**src/utf8_cjk_text_cleaner_assert.svh**
```systemverilog
// Assertion macros for the cleaner RTL.
`ifndef UTF8_CJK_TEXT_CLEANER_ASSERT_SVH
`define UTF8_CJK_TEXT_CLEANER_ASSERT_SVH

// Same-cycle implication, disabled while reset is asserted.
`define UCJK_ASSERT_IMP(label, clk, rst_n, ante, cons) \
  label: assert property (@(posedge clk) disable iff (!rst_n) (ante) |-> (cons)) \
    else $error("utf8_cjk_text_cleaner: check failed");

// Next-cycle implication, disabled while reset is asserted.
`define UCJK_ASSERT_NXT(label, clk, rst_n, ante, cons) \
  label: assert property (@(posedge clk) disable iff (!rst_n) (ante) |=> (cons)) \
    else $error("utf8_cjk_text_cleaner: check failed");

`endif

```
**src/ucjk_pkg.sv**
```systemverilog
`timescale 1ns / 1ps

package ucjk_pkg;

  typedef struct packed {
    logic [7:0] data_byte;
    logic       end_of_text;
  } in_item_t;

  typedef struct packed {
    logic [7:0] out_byte;
    logic       byte_valid;
    logic       text_done;
    logic       last_of_run;
  } out_item_t;

  // Results of one input byte: up to four data bytes, then an optional terminator.
  typedef struct packed {
    logic [3:0][7:0] data;
    logic [2:0]      n_data;
    logic            term;
  } bundle_t;

  localparam logic [7:0] SpaceByte   = 8'h20;
  localparam logic [7:0] CjkLeadLo   = 8'hE4;
  localparam logic [7:0] CjkLeadHi   = 8'hE9;
  localparam logic [7:0] ContMask    = 8'hC0;
  localparam logic [7:0] ContTag     = 8'h80;
  localparam logic [7:0] PunctLeadE3 = 8'hE3;
  localparam logic [7:0] PunctLeadEf = 8'hEF;
  localparam logic [7:0] PunctLeadE2 = 8'hE2;
  localparam logic [7:0] PunctMid80  = 8'h80;
  localparam logic [7:0] PunctMidBc  = 8'hBC;
  localparam logic [7:0] PunctMidB8  = 8'hB8;
  localparam logic [7:0] PunctLo80   = 8'h80;
  localparam logic [7:0] PunctLo90   = 8'h90;
  localparam logic [7:0] PunctLoB0   = 8'hB0;
  localparam logic [7:0] PunctHiBf   = 8'hBF;

endpackage

```
**src/ucjk_front.sv**
```systemverilog
`timescale 1ns / 1ps

module ucjk_front (
  input  logic              clk,
  input  logic              rst_n,
  input  logic              accept,
  input  ucjk_pkg::in_item_t item,
  output logic              push,
  output ucjk_pkg::bundle_t bundle
);

  typedef struct packed {
    logic [3:0][7:0] data;
    logic [2:0]      cnt;
    logic            sp;
    logic            em;
    logic [1:0]      sk;
  } work_t;

  logic [7:0] win0_r, win1_r, win0_nxt, win1_nxt;
  logic [1:0] fill_r, fill_nxt;
  logic [1:0] skip_r, skip_nxt;
  logic       space_r, space_nxt;
  logic       emitted_r, emitted_nxt;
  work_t      w;

  function automatic logic is_alnum(logic [7:0] c);
    return (c >= 8'h30 && c <= 8'h39) || (c >= 8'h41 && c <= 8'h5A) ||
           (c >= 8'h61 && c <= 8'h7A);
  endfunction

  function automatic logic is_punct(logic [7:0] c);
    return (c >= 8'h21 && c <= 8'h2F) || (c >= 8'h3A && c <= 8'h40) ||
           (c >= 8'h5B && c <= 8'h60) || (c >= 8'h7B && c <= 8'h7E);
  endfunction

  function automatic logic is_cjk(logic [7:0] a, logic [7:0] b, logic [7:0] c);
    return a >= ucjk_pkg::CjkLeadLo && a <= ucjk_pkg::CjkLeadHi &&
           (b & ucjk_pkg::ContMask) == ucjk_pkg::ContTag &&
           (c & ucjk_pkg::ContMask) == ucjk_pkg::ContTag;
  endfunction

  function automatic logic is_cjk_punct(logic [7:0] a, logic [7:0] b, logic [7:0] c);
    logic hi_ok;
    hi_ok = (c <= ucjk_pkg::PunctHiBf);
    return (a == ucjk_pkg::PunctLeadE3 && b == ucjk_pkg::PunctMid80 &&
            c >= ucjk_pkg::PunctLo80 && hi_ok) ||
           (a == ucjk_pkg::PunctLeadEf && b == ucjk_pkg::PunctMidBc &&
            c >= ucjk_pkg::PunctLo80 && hi_ok) ||
           (a == ucjk_pkg::PunctLeadE2 && b == ucjk_pkg::PunctMid80 &&
            c >= ucjk_pkg::PunctLo90 && hi_ok) ||
           (a == ucjk_pkg::PunctLeadEf && b == ucjk_pkg::PunctMidB8 &&
            c >= ucjk_pkg::PunctLoB0 && hi_ok);
  endfunction

  // Append a kept byte, preceded by a pending space if there is one.
  function automatic work_t give_byte(work_t x, logic [7:0] v);
    work_t r;
    r = x;
    if (r.sp) begin
      r.data[r.cnt[1:0]] = ucjk_pkg::SpaceByte;
      r.cnt              = r.cnt + 3'd1;
      r.sp               = 1'b0;
    end
    r.data[r.cnt[1:0]] = v;
    r.cnt              = r.cnt + 3'd1;
    r.em               = 1'b1;
    return r;
  endfunction

  function automatic work_t give_sep(work_t x);
    work_t r;
    r = x;
    if (r.em) r.sp = 1'b1;
    return r;
  endfunction

  function automatic work_t classify_full(work_t x, logic [7:0] a, logic [7:0] b,
                                          logic [7:0] c);
    work_t r;
    r = x;
    priority if (r.sk != 2'd0) begin
      r.sk = r.sk - 2'd1;
    end else if (is_cjk(a, b, c)) begin
      r    = give_byte(r, a);
      r    = give_byte(r, b);
      r    = give_byte(r, c);
      r.sk = 2'd2;
    end else if (is_alnum(a)) begin
      r = give_byte(r, a);
    end else if (is_cjk_punct(a, b, c)) begin
      r    = give_sep(r);
      r.sk = 2'd2;
    end else if (is_punct(a)) begin
      r = give_sep(r);
    end else begin
      // any other byte is dropped alone
    end
    return r;
  endfunction

  function automatic work_t classify_tail(work_t x, logic [7:0] a);
    work_t r;
    r = x;
    priority if (r.sk != 2'd0) begin
      r.sk = r.sk - 2'd1;
    end else if (is_alnum(a)) begin
      r = give_byte(r, a);
    end else if (is_punct(a)) begin
      r = give_sep(r);
    end else begin
      // any other byte is dropped alone
    end
    return r;
  endfunction

  always_comb begin
    w.data   = '0;
    w.cnt    = 3'd0;
    w.sp     = space_r;
    w.em     = emitted_r;
    w.sk     = skip_r;
    win0_nxt = win0_r;
    win1_nxt = win1_r;
    fill_nxt = fill_r;
    if (fill_r[1]) begin
      w        = classify_full(w, win0_r, win1_r, item.data_byte);
      win0_nxt = win1_r;
      win1_nxt = item.data_byte;
    end else if (fill_r == 2'd0) begin
      win0_nxt = item.data_byte;
      fill_nxt = 2'd1;
    end else begin
      win1_nxt = item.data_byte;
      fill_nxt = 2'd2;
    end
    if (item.end_of_text) begin
      w = classify_tail(w, win0_nxt);
      if (fill_nxt == 2'd2) w = classify_tail(w, win1_nxt);
    end
    skip_nxt    = w.sk;
    space_nxt   = w.sp;
    emitted_nxt = w.em;
  end

  assign push          = accept && (w.cnt != 3'd0 || item.end_of_text);
  assign bundle.data   = w.data;
  assign bundle.n_data = w.cnt;
  assign bundle.term   = item.end_of_text;

  always_ff @(posedge clk) begin
    if (!rst_n) begin
      win0_r    <= '0;
      win1_r    <= '0;
      fill_r    <= '0;
      skip_r    <= '0;
      space_r   <= 1'b0;
      emitted_r <= 1'b0;
    end else if (accept) begin
      if (item.end_of_text) begin
        win0_r    <= '0;
        win1_r    <= '0;
        fill_r    <= '0;
        skip_r    <= '0;
        space_r   <= 1'b0;
        emitted_r <= 1'b0;
      end else begin
        win0_r    <= win0_nxt;
        win1_r    <= win1_nxt;
        fill_r    <= fill_nxt;
        skip_r    <= skip_nxt;
        space_r   <= space_nxt;
        emitted_r <= emitted_nxt;
      end
    end
  end

endmodule

```
**src/ucjk_queue.sv**
```systemverilog
`timescale 1ns / 1ps

module ucjk_queue #(
  parameter int unsigned DEPTH = 2
) (
  input  logic              clk,
  input  logic              rst_n,
  input  logic              push,
  input  ucjk_pkg::bundle_t push_data,
  input  logic              pop,
  output ucjk_pkg::bundle_t pop_data,
  output logic              full,
  output logic              empty
);

  localparam int unsigned PtrW = (DEPTH > 1) ? $clog2(DEPTH) : 1;
  localparam int unsigned CntW = $clog2(DEPTH + 1);
  localparam logic [PtrW-1:0] LastPtr = PtrW'(DEPTH - 1);
  localparam logic [CntW-1:0] FullCnt = CntW'(DEPTH);

  ucjk_pkg::bundle_t slot_r [DEPTH];
  logic [PtrW-1:0]   head_r, head_nxt, tail_r, tail_nxt;
  logic [CntW-1:0]   cnt_r, cnt_nxt;

  assign pop_data = slot_r[head_r];
  assign full     = (cnt_r == FullCnt);
  assign empty    = (cnt_r == '0);

  always_comb begin
    head_nxt = head_r;
    tail_nxt = tail_r;
    cnt_nxt  = cnt_r;
    if (push) begin
      tail_nxt = (tail_r == LastPtr) ? '0 : tail_r + PtrW'(1);
    end
    if (pop) begin
      head_nxt = (head_r == LastPtr) ? '0 : head_r + PtrW'(1);
    end
    unique case ({push, pop})
      2'b10:   cnt_nxt = cnt_r + CntW'(1);
      2'b01:   cnt_nxt = cnt_r - CntW'(1);
      default: cnt_nxt = cnt_r;
    endcase
  end

  always_ff @(posedge clk) begin
    if (push) slot_r[tail_r] <= push_data;
  end

  always_ff @(posedge clk) begin
    if (!rst_n) begin
      head_r <= '0;
      tail_r <= '0;
      cnt_r  <= '0;
    end else begin
      head_r <= head_nxt;
      tail_r <= tail_nxt;
      cnt_r  <= cnt_nxt;
    end
  end

endmodule

```
**src/ucjk_back.sv**
```systemverilog
`timescale 1ns / 1ps

module ucjk_back (
  input  logic                clk,
  input  logic                rst_n,
  input  ucjk_pkg::bundle_t   pop_data,
  input  logic                q_empty,
  output logic                pop,
  output logic                out_valid,
  input  logic                out_stall,
  output ucjk_pkg::out_item_t out_data
);

  ucjk_pkg::bundle_t   cur_r;
  logic                cur_v_r;
  logic [2:0]          idx_r;
  logic                out_v_r;
  ucjk_pkg::out_item_t out_r;
  ucjk_pkg::out_item_t ent;
  logic [2:0]          total;
  logic                adv, emit, last, take;

  assign total = cur_r.n_data + {2'b00, cur_r.term};
  assign last  = (idx_r == total - 3'd1);
  assign adv   = !out_v_r || !out_stall;
  assign emit  = adv && cur_v_r;
  assign take  = !q_empty && (!cur_v_r || (emit && last));
  assign pop   = take;

  always_comb begin
    if (idx_r < cur_r.n_data) begin
      ent.out_byte   = cur_r.data[idx_r[1:0]];
      ent.byte_valid = 1'b1;
      ent.text_done  = 1'b0;
    end else begin
      ent.out_byte   = 8'h00;
      ent.byte_valid = 1'b0;
      ent.text_done  = 1'b1;
    end
    ent.last_of_run = last;
  end

  always_ff @(posedge clk) begin
    if (take) begin
      cur_r <= pop_data;
    end
    if (emit) begin
      out_r <= ent;
    end
  end

  always_ff @(posedge clk) begin
    if (!rst_n) begin
      cur_v_r <= 1'b0;
      idx_r   <= '0;
      out_v_r <= 1'b0;
    end else begin
      if (take) begin
        cur_v_r <= 1'b1;
        idx_r   <= '0;
      end else if (emit && last) begin
        cur_v_r <= 1'b0;
      end else if (emit) begin
        idx_r <= idx_r + 3'd1;
      end
      if (emit) begin
        out_v_r <= 1'b1;
      end else if (adv) begin
        out_v_r <= 1'b0;
      end
    end
  end

  assign out_valid = out_v_r;
  assign out_data  = out_r;

endmodule

```
**src/utf8_cjk_text_cleaner.sv**
```systemverilog
// utf8_cjk_text_cleaner: byte-serial UTF-8 cleaner ahead of an indexer.
// Input channel (in_valid / in_stall / in_data): one raw text byte per
// transaction, end_of_text set on the last byte of a text.
// Output channel (out_valid / out_stall / out_data): one result per
// transaction; kept bytes and collapsed 0x20 separators carry byte_valid,
// the closing terminator carries text_done, last_of_run marks the final
// result caused by one input byte.
// Front stage: three-byte window classifier; each accepted byte that yields
// results pushes a bundle of up to five results into a small queue.
// Back stage: walks a bundle one result per cycle into the output register.
// A byte's results are held in a queue slot, then in the current bundle.
// Throughput: one input byte per cycle while the queue has room, one
// result per cycle on the output while out_stall is low; the back stage sets
// the sustained rate (a byte occupies it while it has results, up to five).
// Reset (rst_n low, synchronous) empties the queue and output register and
// clears the window, so the next byte starts a new text.
// While out_stall is high the output holds; the queue fills and then
// in_stall rises until the back stage drains a bundle.
`timescale 1ns / 1ps
`include "utf8_cjk_text_cleaner_assert.svh"

module utf8_cjk_text_cleaner #(
  parameter int unsigned QUEUE_DEPTH = 2
) (
  input  logic                clk,
  input  logic                rst_n,
  input  logic                in_valid,
  output logic                in_stall,
  input  ucjk_pkg::in_item_t  in_data,
  output logic                out_valid,
  input  logic                out_stall,
  output ucjk_pkg::out_item_t out_data
);

  logic              in_take;
  logic              q_push, q_pop, q_full, q_empty;
  ucjk_pkg::bundle_t q_wdata, q_rdata;

  // Stall only on a full queue: the check does not ask whether the byte yields
  // any results, so it is conservative and independent of data.
  assign in_stall = q_full;
  assign in_take  = in_valid && !q_full;

  ucjk_front u_front (
    .clk    (clk),
    .rst_n  (rst_n),
    .accept (in_take),
    .item   (in_data),
    .push   (q_push),
    .bundle (q_wdata)
  );

  ucjk_queue #(
    .DEPTH (QUEUE_DEPTH)
  ) u_queue (
    .clk       (clk),
    .rst_n     (rst_n),
    .push      (q_push),
    .push_data (q_wdata),
    .pop       (q_pop),
    .pop_data  (q_rdata),
    .full      (q_full),
    .empty     (q_empty)
  );

  ucjk_back u_back (
    .clk       (clk),
    .rst_n     (rst_n),
    .pop_data  (q_rdata),
    .q_empty   (q_empty),
    .pop       (q_pop),
    .out_valid (out_valid),
    .out_stall (out_stall),
    .out_data  (out_data)
  );

  // Terminator is always the final, data-less result of its byte.
  `UCJK_ASSERT_IMP(a_term_last, clk, rst_n, out_valid && out_data.text_done, out_data.last_of_run && !out_data.byte_valid)
  // Every result is either a byte or a terminator, never both or neither.
  `UCJK_ASSERT_IMP(a_kind, clk, rst_n, out_valid, out_data.byte_valid != out_data.text_done)
  // Queue is never written full or read empty.
  `UCJK_ASSERT_IMP(a_no_ovf, clk, rst_n, q_push, !q_full)
  `UCJK_ASSERT_IMP(a_no_udf, clk, rst_n, q_pop, !q_empty)

endmodule

```
**config.mk**
```make
export PLATFORM = sky130hd
export DESIGN_NAME = utf8_cjk_text_cleaner
export DESIGN_NICKNAME = d
export VERILOG_FILES = /design/src/ucjk_pkg.sv /design/src/ucjk_front.sv /design/src/ucjk_queue.sv /design/src/ucjk_back.sv /design/src/utf8_cjk_text_cleaner.sv
export VERILOG_INCLUDE_DIRS = /design/src /design/src/src
export SDC_FILE = /design/constraint.sdc
export NUM_CORES = 1
export LEC_CHECK = 0
export ABC_AREA = 1
export BUFFER_PORTS_ARGS = -buffer_cell sky130_fd_sc_hd__buf_4
export CAP_MARGIN = 25
export CORE_MARGIN = 4
export CORE_UTILIZATION = 57
export DETAILED_ROUTE_END_ITERATION = 10
export PLACE_DENSITY = 0.77
export SLEW_MARGIN = 30
export SYNTH_ARGS = -nofsm -noshare
export SYNTH_HDL_FRONTEND = slang
export SYNTH_SLANG_ARGS = --single-unit
```
**constraint.sdc**
```tcl
create_clock -name clk -period 6.8 [get_ports clk]
set_input_delay 1.36 -clock clk [delete_from_list [all_inputs] [get_ports clk]]
set_output_delay 1.36 -clock clk [all_outputs]
set_load 0.005 [all_outputs]
```
==> run summary <==
Num CTS Buffers - 17
Drt first pass iters - 7
Min Hold Slack - 0.476 ns
Util after Layout - 0.653
Chip Width - 129 um
R2R Setup Slk - 1.20 ns
Crit path to - u_queue.cnt_r[1]$_SDFFE_PN0P_
Crit start category - input pin
Die Y - 129 um
Minimum clock period - 5.96 ns
Worst slew pin tran - 0.881 ns
Sink Count - 150
Placed wire-length estimate - 14,500 um
Worst r2r dst - u_queue.slot_r[0][22]$_DFFE_PP_
Antenna violations before repair - 0
Distinct cells, synth - 45
Critical-path top delay cell - o21ai_0
M1 WL - 8390 um
Hold_buf cts - 0
Placeable Area - 14,100 um2
Placer Congestion - 0.977
Final #Nets - 1,069
Hold WC Path Type - reg -> reg
Clock Tree Buf Depth - 2
Postcts setup bufs - 0
Wire length per cell - 16.6 um
Worst Setup End Kind - flip-flop
GR Overflow Total - 0
Met3 wire len - 1580 um
Met2 WL - 9620 um
Area after DPL - 8630 um2
Area Overhead vs Synth - 10.3%
ANT cells - 0
CP Max Fanout - 13
Place WS - 0.526 ns
Vias in the first global route - 6,343
Post-Synthesis Cell Area - 8350 um2
Finish-stage setup viols - 0
Final WL - 20,300 um
Delay of the slowest critical-path stage - 0.31 ns
Syn nets - 1,055
Yosys reg bits - 150
Die area - 16,600 um2
Syn Area/Cell - 8.19 um2
Status - finished clean
CP Data Required Time - 7.16 ns
Static leakage - 3.72 nW
Total of max-cap violations - 0
Finished Cell Area - 9200 um2
Crit path launch - in_data[8]
Most common cell on crit path - nand2_1
Setup TNS - 0 ns
Largest net degree at the start of global routing - 43
DRC - 0
First-pass GRT wire length - 32,300 um
Setup ws final - 0.839 ns
Slew headroom - 0.412
Layout Skew - 0.0111 ns
Sequential share of the synthesized area - 0.502
Iter 0 DRT Violations - 865
Hold Fails Final Rpt - 0
Critical path class - in -> reg
Post-CTS Resized - 0
Synth Instances - 1,019
Worst R2R Path Depth - 25
R2r startpoint - u_front.fill_r[1]$_SDFFE_PN0P_
Layout cell share with drive strength beyond 1 - 0.0994
Core Rows - 43
Vias post-DR - 7,044
Final Max Slew Viols - 0
Port bufs - 25
Worst skew pair latency - 0.43 ns
Total track usage - 0.250
CP Data Arrival Time - 6.32 ns
Initial core utilization - 0.592
Fin crit share - 0.877
RSZ-0062 raised after global routing - no
Synth warn - 0
Clock root buffer - clkbuf_16
Via/cell ratio - 5.75
CTS clk-pin slew, worst paths - 0.06 ns
Worst IR drop on VDD - 0.000187 V
P per Cell Area - 338 nW/um2
CTS tree - built
Routed Antenna Nets - 0
Highest Clock Rate - 0.168 GHz
I/O Pins - 26
H-tree depth - 4
Top routing layer in use - met4
[final cells by class]
cell class              count  area (um2)
flip-flops and latches    150        4190
clock buffers              18         429
repair buffers             32         240
well taps                 180         225
clock inverters            14         146
multi-input cells         735        3600
inverters                  97         369
fillers                  1169        4890
[cells in the final DEF (no fill, tap or decap), types with 3 or more instances in the layout]
| cell type | count |
|---|---|
| nor2_2 | 4 |
| nor3_1 | 4 |
| o21ai_0 | 79 |
| xnor2_1 | 5 |
| o22ai_1 | 16 |
| o21ai_2 | 4 |
| clkinv_1 | 3 |
| nor2_4 | 3 |
| a21oi_1 | 62 |
| buf_4 | 32 |
| nand3_2 | 5 |
| nand2_4 | 3 |
| o211ai_1 | 6 |
| ha_1 | 23 |
| nand3_1 | 42 |
| o21ai_1 | 19 |
| nand4_1 | 10 |
| clkinv_2 | 3 |
| a31oi_1 | 10 |
| inv_6 | 6 |
| clkbuf_16 | 17 |
| nand2_2 | 7 |
| nand2_1 | 320 |
| inv_1 | 83 |
| dfxtp_1 | 31 |
| nor2_1 | 91 |
| edfxtp_1 | 119 |
| inv_2 | 11 |
| a2bb2oi_1 | 3 |
[state kept, by name (all words and copies together), names as in the netlist, 3 cells and up]
| register | flops |
|---|---|
| u_front.win1_r | 8 |
| u_front.win0_r | 8 |
| u_back.idx_r | 3 |
| u_back.cur_r | 36 |
| u_queue.slot_r | 72 |
| u_back.out_data | 11 |
[worst max-delay path, delay by kind of cell]
kind | cells | cell delay, ns
adders and majority gates | 5 | 1.41
AOI/OAI and AO/OA | 5 | 0.91
buffers and inverters | 6 | 0.51
and+or+nand+nor | 16 | 2.12
[metrics by stage]
step | std cells | power (mW)
final | 1226 | 3.11
after global routing | 1226 | 3.29
after CTS | 1226 | 3.12
after detailed placement | 1194 | 2.21
after global placement | 1194 | 2.19
after floorplan | 1019 | 1.96
[layer usage]
layer / global-route usage / up-vias
li1: - / 3457
met1: 0.323 / 3215
met2: 0.415 / 305
met3: 0.0458 / 67
met4: 0.109 / 0
met5: 0 / -
[synth_stat cells (all sizes together)]
| library cell | instances | share of area |
|---|---|---|
| nand2 | 330 | 0.15 |
| nor3b | 1 | 0.00090 |
| o21a | 2 | 0.0018 |
| nor3 | 4 | 0.0024 |
| clkinv | 2 | 0.00090 |
| a31oi | 10 | 0.0075 |
| inv | 95 | 0.043 |
| xor2 | 1 | 0.0010 |
| clkbuf | 23 | 0.010 |
| o22ai | 16 | 0.012 |
| xnor2 | 5 | 0.0052 |
| a211oi | 2 | 0.0018 |
| a21oi | 64 | 0.039 |
| ha | 23 | 0.034 |
| o211ai | 6 | 0.0054 |
| nand3b | 1 | 0.00090 |
| o21ai | 102 | 0.063 |
| dfxtp | 31 | 0.074 |
| o22a | 1 | 0.0010 |
| a21boi | 1 | 0.00090 |
| a22oi | 2 | 0.0018 |
| or2 | 1 | 0.00075 |
| edfxtp | 119 | 0.43 |
| a2bb2oi | 3 | 0.0031 |
| buf | 14 | 0.012 |
| nand3 | 47 | 0.031 |
| nand4 | 11 | 0.010 |
| o311ai | 3 | 0.0031 |
| nor2 | 99 | 0.050 |
[cell families after synthesis]
family	after synthesis	synth area share
buf+inv	134	0.0667
xor+xnor	6	0.00629
compound gates	212	0.141
fa+ha+maj	23	0.0345
simple gates	494	0.249
flops	150	0.502
[report_power, final]
part | total (mW) | leakage [nW] | switching (mW) | internal [mW]
clock | 0.916 | 0.279 | 0.374 | 0.542
sequential | 1.35 | 1.37 | 0.0822 | 1.27
combinational | 0.848 | 2.07 | 0.590 | 0.258
[worst min path at each step]
stage	from	to	slack, ns	cells past startpoint
global placement	u_back.cur_v_r$_SDFFE_PN0P_	u_back.out_valid$_SDFFE_PN0P_	0.45	2
CTS	u_queue.cnt_r[1]$_SDFFE_PN0P_	u_queue.cnt_r[1]$_SDFFE_PN0P_	0.47	1
floorplan	u_queue.cnt_r[1]$_SDFFE_PN0P_	u_queue.cnt_r[1]$_SDFFE_PN0P_	0.44	1
finish	u_back.cur_v_r$_SDFFE_PN0P_	u_back.out_valid$_SDFFE_PN0P_	0.48	2
global route	u_queue.cnt_r[1]$_SDFFE_PN0P_	u_queue.cnt_r[1]$_SDFFE_PN0P_	0.48	1
detailed placement	u_queue.cnt_r[1]$_SDFFE_PN0P_	u_queue.cnt_r[1]$_SDFFE_PN0P_	0.47	1
Note: power is estimated with default switching activity, not from simulation.
